--- src/design/mat_pkg.sv ---
// ----------------------------------------------------------------------------
// mat_pkg
// Shared types and constants for the low watermark timestamp tracker.
// ----------------------------------------------------------------------------
package mat_pkg;

    localparam int unsigned DEF_MAX_THREADS = 64;

    localparam int unsigned STAMP_W  = 64;
    localparam int unsigned THREAD_W = 6;
    localparam int unsigned COUNT_W  = 7;
    localparam int unsigned CFG_W    = 32;

    localparam logic [STAMP_W-1:0] STAMP_NONE = '1;

    localparam logic OP_PUBLISH = 1'b0;
    localparam logic OP_QUERY   = 1'b1;

    localparam logic CFG_RECOMPUTE_INTERVAL = 1'b0;
    localparam logic CFG_ACTIVE_THREADS     = 1'b1;

    localparam logic [CFG_W-1:0]   RST_INTERVAL = 32'd1000000;
    localparam logic [COUNT_W-1:0] RST_ACTIVE   = 7'd64;

    // publish broadcast to every cell
    typedef struct packed {
        logic                en;
        logic [THREAD_W-1:0] thread;
        logic [STAMP_W-1:0]  stamp;
    } t_pub;

    // running minimum handed from cell to cell
    typedef struct packed {
        logic               tok;
        logic [STAMP_W-1:0] least;
    } t_scan;

endpackage

--- src/design/mat_cell.sv ---
// ----------------------------------------------------------------------------
// mat_cell
// One thread entry: takes in-order publishes for its own index and folds
// its entry, if active, into the running minimum as the scan token passes.
// ----------------------------------------------------------------------------
module mat_cell
    import mat_pkg::*;
#(
    parameter int unsigned IDX = 0
) (
    input  logic               i_clk,
    input  logic               i_rst_n,
    input  t_pub               i_pub,
    input  logic [COUNT_W-1:0] i_count,
    input  t_scan              i_scan,
    output t_scan              o_scan,
    output logic               o_err
);

    logic [STAMP_W-1:0] r_stamp;
    t_scan              r_scan;
    logic               w_hit;
    logic               w_ok;
    logic               w_active;

    assign w_hit    = i_pub.en && (32'(i_pub.thread) == IDX);
    assign w_ok     = (r_stamp == STAMP_NONE) || (i_pub.stamp >= r_stamp);
    assign w_active = 32'(i_count) > IDX;
    assign o_err    = w_hit && !w_ok;
    assign o_scan   = r_scan;

    always_ff @(posedge i_clk) begin
        if (!i_rst_n) begin
            r_stamp      <= STAMP_NONE;
            r_scan.tok   <= 1'b0;
            r_scan.least <= STAMP_NONE;
        end else begin
            if (w_hit && w_ok) begin
                r_stamp <= i_pub.stamp;
            end
            r_scan.tok <= i_scan.tok;
            if (i_scan.tok && w_active && (r_stamp < i_scan.least)) begin
                r_scan.least <= r_stamp;
            end else begin
                r_scan.least <= i_scan.least;
            end
        end
    end

endmodule

--- config.mk ---
export PLATFORM = sky130hd
export DESIGN_NAME = mat_cell
export DESIGN_NICKNAME = d
export VERILOG_FILES = /design/src/design/mat_pkg.sv /design/src/design/mat_cell.sv
export SDC_FILE = /design/constraint.sdc
export NUM_CORES = 1
export LEC_CHECK = 0
export BUFFER_PORTS_ARGS = -buffer_cell sky130_fd_sc_hd__buf_2
export CAP_MARGIN = 5
export CORE_AREA = 5 5 178 180
export DETAILED_ROUTE_END_ITERATION = 6
export DIE_AREA = 0 0 183 185
export SLEW_MARGIN = 0
export SYNTH_ARGS = -nofsm -noshare
export SYNTH_HDL_FRONTEND = slang
export SYNTH_SLANG_ARGS = --single-unit
--- constraint.sdc ---
create_clock -name i_clk -period 4.5 [get_ports i_clk]
set_input_delay 0.9 -clock i_clk [delete_from_list [all_inputs] [get_ports i_clk]]
set_output_delay 0.9 -clock i_clk [all_outputs]
set_load 0.01 [all_outputs]
## After elaboration in Yosys (flattened, before gate mapping)

Cells that the tools add are included.

- Output and inout port bits: 66
- Bits of input ports: 145
- Register bits: 129

- Equality and inequality tests: 1
- Reduce and logical (&&, ||, !) cells: 8
- Multiplexer cells: 1
- Magnitude comparators: 3

Operator list:

| operator | count |
|---|---|
| $eq 64x64->1 const B | 1 |
| $ge 64x64->1 | 1 |
| $lt 64x64->1 | 1 |
| $mux 64 | 1 |
| $gt 7x1->1 const B | 1 |
| $logic_not 6->1 | 1 |
| $logic_and 1x1->1 | 5 |
| $logic_not 1->1 | 1 |
| $logic_or 1x1->1 | 1 |

## Longest topological paths before layout

- Word-level depth: 4
- Mapped depth: 11
- Depth with buffers taken out: 9

## Worst setup path before layout

Ideal clock, no wire load.

- Path kind: in2out
- From: input i_pub[38] (netlist name)
- To: output o_err
- Stages: 8
- Setup slack: 1173 ps
- Path buffers: 0
- Required time: 3600 ps
- Arrival time: 2427 ps
- Cell sequence: ha_1 a21oi_2 nand2_1 a221o_1 a211o_1 a32oi_1 nand2_1 nor2_1

- Cells in the longest elaborated chain, start to end: 4

Ends and longest elaborated chain:

| item | RTL line | RTL |
|---|---|---|
| start: declaration | mat_cell.sv:13 | `input t_pub i_pub,` |
| $ge 64x64->1 | mat_cell.sv:27 | `assign w_ok = (r_stamp == STAMP_NONE) \|\| (i_pub.stamp >= r_stamp);` |
| $logic_or 1x1->1 | mat_cell.sv:27 |  |
| $logic_not 1->1 | mat_cell.sv:29 | `assign o_err = w_hit && !w_ok;` |
| $logic_and 1x1->1 | mat_cell.sv:29 |  |
| end: declaration | mat_cell.sv:17 | `output logic o_err` |

No other way between the ends.

## Worst setup path in the final report

- From: input i_pub[63] (netlist name)
- To: output o_err

The elaborated chain is that of the path after synthesis.

==> qor.txt <==
========================================================================================================
DR pass1 iterations                                                                                    4
Clock latency reported for the late side of the worst-skew pair                                  0.43 ns
Overflow after GRT                                                                                     0
Total length of routed wires                                                                     25.3 mm
Number of cells on the worst hold path                                                                 2
TritonCTS clock tree                                                                                done
Core region area                                                                             30000 sq um
Final standard cell count with taps included and fillers excluded                                   1571
Number of top-level pins                                                                             211
Highest-delay cell along the critical path                                                  sky130_fd_sc_hd__nor4_1
FF-to-FF Start                                                                              r_stamp[51]$_SDFFE_PN1P_
Asr flop ratio synth                                                                                   0
Area growth from synthesis to final layout                                                         21.9%
Part of the Yosys area used for sequential elements                                                0.294
Cell Rows                                                                                             64
Switching power share of the total                                                                 0.265
Cts bufs inserted                                                                                     17
Number of buffers on the longest clock path                                                            2
Area of the die                                                                              33900 sq um
Switching power of the nets                                                                     0.811 mW
Launch point of the worst path                                                                 i_pub[63]
Status                                                                                      complete, no violations
Post-CTS clock slew at the launch and capture registers of the worst setup and hold paths        0.06 ns
Portion of the clock cycle consumed by the worst path in the final layout                          0.916
Critical path's largest stage delay                                                              0.52 ns
Antenna Diode Count                                                                                    0
Critical register-to-register path endpoint                                                 r_stamp[16]$_SDFFE_PN1P_
Prevailing post-synth register cell                                                         sky130_fd_sc_hd__dfxtp_1
Cell area power density                                                                      286 nW/um^2
CP top delay family                                                                         simple AND/OR/NAND/NOR gates
Internal Power                                                                                   2.25 mW
Final clock skew                                                                               0.0111 ns
DRC violations left                                                                                    0
Number of global-route vias before repair                                                           7229
Global-route wire length before repair                                                           39.2 mm
Final hold viol count                                                                                  0
Critical Path AT                                                                                 3.22 ns
Leakage Power                                                                                    5.62 nW
Power share of the sequential group                                                                0.390
Series of cell instances along the critical path                                            buf_2 -> ha_1 -> nand4_1 -> and4bb_1 -> nand4_1 -> nor4_1 -> a32oi_1 -> nand2_1 -> nor2_1 -> buf_2
RePlAce Congestion                                                                                 0.806
Final count of negative-setup-slack endpoints                                                          0
ANT nets after route                                                                                   0
Maximum net fanout on the critical path                                                                3
Actual transition at the worst max-transition pin                                               0.880 ns
Depth of the worst register-to-register path                                                          10
Layout Utilization                                                                                 0.357
Filler Cells Inserted                                                                               3110
Comb pwr share                                                                                     0.141
Power share of the clock group                                                                     0.470
Number of nets in the layout                                                                        1434
Class of the tightest hold or removal check                                                      reg2reg
Worst IR Drop VDD                                                                                 223 uV
Number of max-cap violations                                                                           0
Critical Path Source Type                                                                     input port
Post-Place Setup Slack                                                                          0.313 ns
Maximum clock frequency                                                                        0.243 GHz
Post-detailed-placement cell area                                                            10100 sq um
Global-route usage over all layers                                                                 0.148
Synthesized flop and latch total                                                                     129
Initial cell density of the core                                                                   0.293
Critical path buffer and inverter count                                                                2
CP Class                                                                                          in2out
CP Data Required Time                                                                            3.60 ns
Hold EP                                                                                     o_scan[60]$_SDFF_PN1_
Vias per Instance                                                                                   4.57
Post-synthesis cell area                                                                      8790 sq um
Ys Warns                                                                                               0
Unrepaired setup endpoints after global routing                                                       no
Initial antenna violation count                                                                        3
Largest net degree at the start of global routing                                                    114
Die span in x                                                                                     183 um
Routed vias                                                                                         7185
Post-synthesis net count                                                                            1236
CTS Root Cell                                                                               sky130_fd_sc_hd__clkbuf_16
Number of slew-limit violations in the final report                                                    0
Fraction of final layout cells sized beyond drive strength 1                                       0.217
Resized Gates After CTS                                                                                0
Count of input and output buffers                                                                    210
Worst max-slew margin expressed relative to the limit                                              0.413
Slack of the critical path                                                                      0.380 ns
Number of flops mapped to enable cells by yosys                                                        0
Placed cells                                                                                        1539
Post-detail-place hpwl                                                                           19.7 mm
Worst Setup End Kind                                                                         output port
H-tree levels                                                                                          4
Total setup buffers inserted after CTS                                                                 0
Number of design-rule violations left by the first detailed-router iteration                         255
Clock sink count                                                                                     129
Number of different library cells in the post-synthesis netlist                                       47
Synth Instances                                                                                      964
Final critical delay including setup and external delays                                         4.12 ns
Slack of the worst reg-to-reg path                                                               1.12 ns
Startpoint of the tightest hold check path                                                  r_stamp[60]$_SDFFE_PN1P_
Post-detailed-route wirelength per cell                                                          16.1 um
Synthesized area per cell                                                                     9.12 sq um
Final sum of negative setup slack                                                                   0 ns
Hold buffer count at cts                                                                               0
Final instance area                                                                          10700 sq um
Die extent in y                                                                                   185 um
========================================================================================================
synthesized netlist by cell type (all sizes together), types with 5 or more instances:
| cell | instances | share of area |
|---|---|---|
| dfxtp | 129 | 0.29 |
| nand2 | 29 | 0.012 |
| a21oi | 45 | 0.026 |
| buf | 14 | 0.024 |
| inv | 129 | 0.055 |
| nor2 | 14 | 0.0078 |
| a21o | 10 | 0.0085 |
| nand4 | 36 | 0.026 |
| mux2i | 128 | 0.15 |
| o21ai | 22 | 0.013 |
| nor4 | 7 | 0.0074 |
| nand3 | 11 | 0.0063 |
| nor2b | 193 | 0.14 |
| nor3 | 7 | 0.0053 |
| a211oi | 5 | 0.0043 |
| clkbuf | 21 | 0.0090 |
| ha | 127 | 0.18 |
| a221oi | 5 | 0.0050 |
registers in the layout (all words and copies together) (netlist names):
| register | flops |
|---|---|
| o_scan | 65 |
| r_stamp | 64 |
power groups by stage:
stage                     registers [mW]  logic (mW)  clock network, mW
after global routing                1.20       0.486               1.53
after CTS                           1.19       0.438               1.48
after floorplan                     1.24       0.238                  0
after global placement              1.22       0.430                  0
final                               1.19       0.431               1.44
after detailed placement            1.22       0.436                  0
how the worst max path moves through the flow:
stage	slack, ns	to	cells after the start
CTS	0.31	o_err	10
global route	0.25	o_err	10
detailed placement	0.31	o_err	10
finish	0.38	o_err	10
floorplan	1.17	o_err	8
global placement	0.29	o_err	10
layout make-up:
type,count,area (sq um),share of cell area
timing repair buffer,214,1110,0.103
tap,396,495,0.0463
inverter,129,484,0.0452
multi-input combinational,671,5450,0.508
sequential,129,2580,0.241
clock inverter,14,166,0.0155
clock buffer,18,429,0.0401
cells by family after synthesis:
family | synth area share
buffers and inverters | 0.0880
muxes | 0.146
adders and majority gates | 0.181
and+or+nand+nor | 0.215
AOI/OAI and AO/OA | 0.0764
DFF | 0.294
cell usage in the layout (no fill, tap or decap), drive strengths merged, types with 5 or more instances in the layout:
| cell | count |
|---|---|
| a211oi | 5 |
| a21o | 10 |
| a21oi | 45 |
| a221oi | 5 |
| buf | 214 |
| clkbuf | 18 |
| clkinv | 7 |
| dfxtp | 129 |
| ha | 127 |
| inv | 129 |
| mux2i | 128 |
| nand2 | 29 |
| nand3 | 11 |
| nand4 | 36 |
| nor2 | 14 |
| nor2b | 193 |
| nor3 | 7 |
| nor4 | 7 |
| o21ai | 22 |
worst register-to-register path: stages, from the launching register on:
cell	delay, ns
sky130_fd_sc_hd__dfxtp_1	0.41
sky130_fd_sc_hd__inv_1	0.07
sky130_fd_sc_hd__ha_1	0.30
sky130_fd_sc_hd__and4_1	0.23
sky130_fd_sc_hd__and4bb_1	0.38
sky130_fd_sc_hd__nand4_1	0.25
sky130_fd_sc_hd__nor4_1	0.52
sky130_fd_sc_hd__a32oi_1	0.20
sky130_fd_sc_hd__a21oi_4	0.21
sky130_fd_sc_hd__buf_12	0.45
sky130_fd_sc_hd__mux2i_1	0.28
routing by layer:
layer  vias to the layer above  part of all wire  track usage
li1                       3700                 -            -
met1                      3296              0.46        0.190
met2                       158              0.47        0.249
met3                        25             0.049       0.0342
met4                         6             0.016       0.0438
met5                         -            0.0016            0
stage by stage:
| step | power [mW] | hold WS, ns |
|---|---|---|
| 3_5_place_dp | 1.65 | 0.587 |
| 6_report | 3.06 | 0.602 |
| 4_1_cts | 3.11 | 0.601 |
| 2_1_floorplan | 1.47 | 0.539 |
| 3_3_place_gp | 1.65 | 0.582 |
| 5_1_grt | 3.22 | 0.626 |
Power figures use the tool's default switching activity.
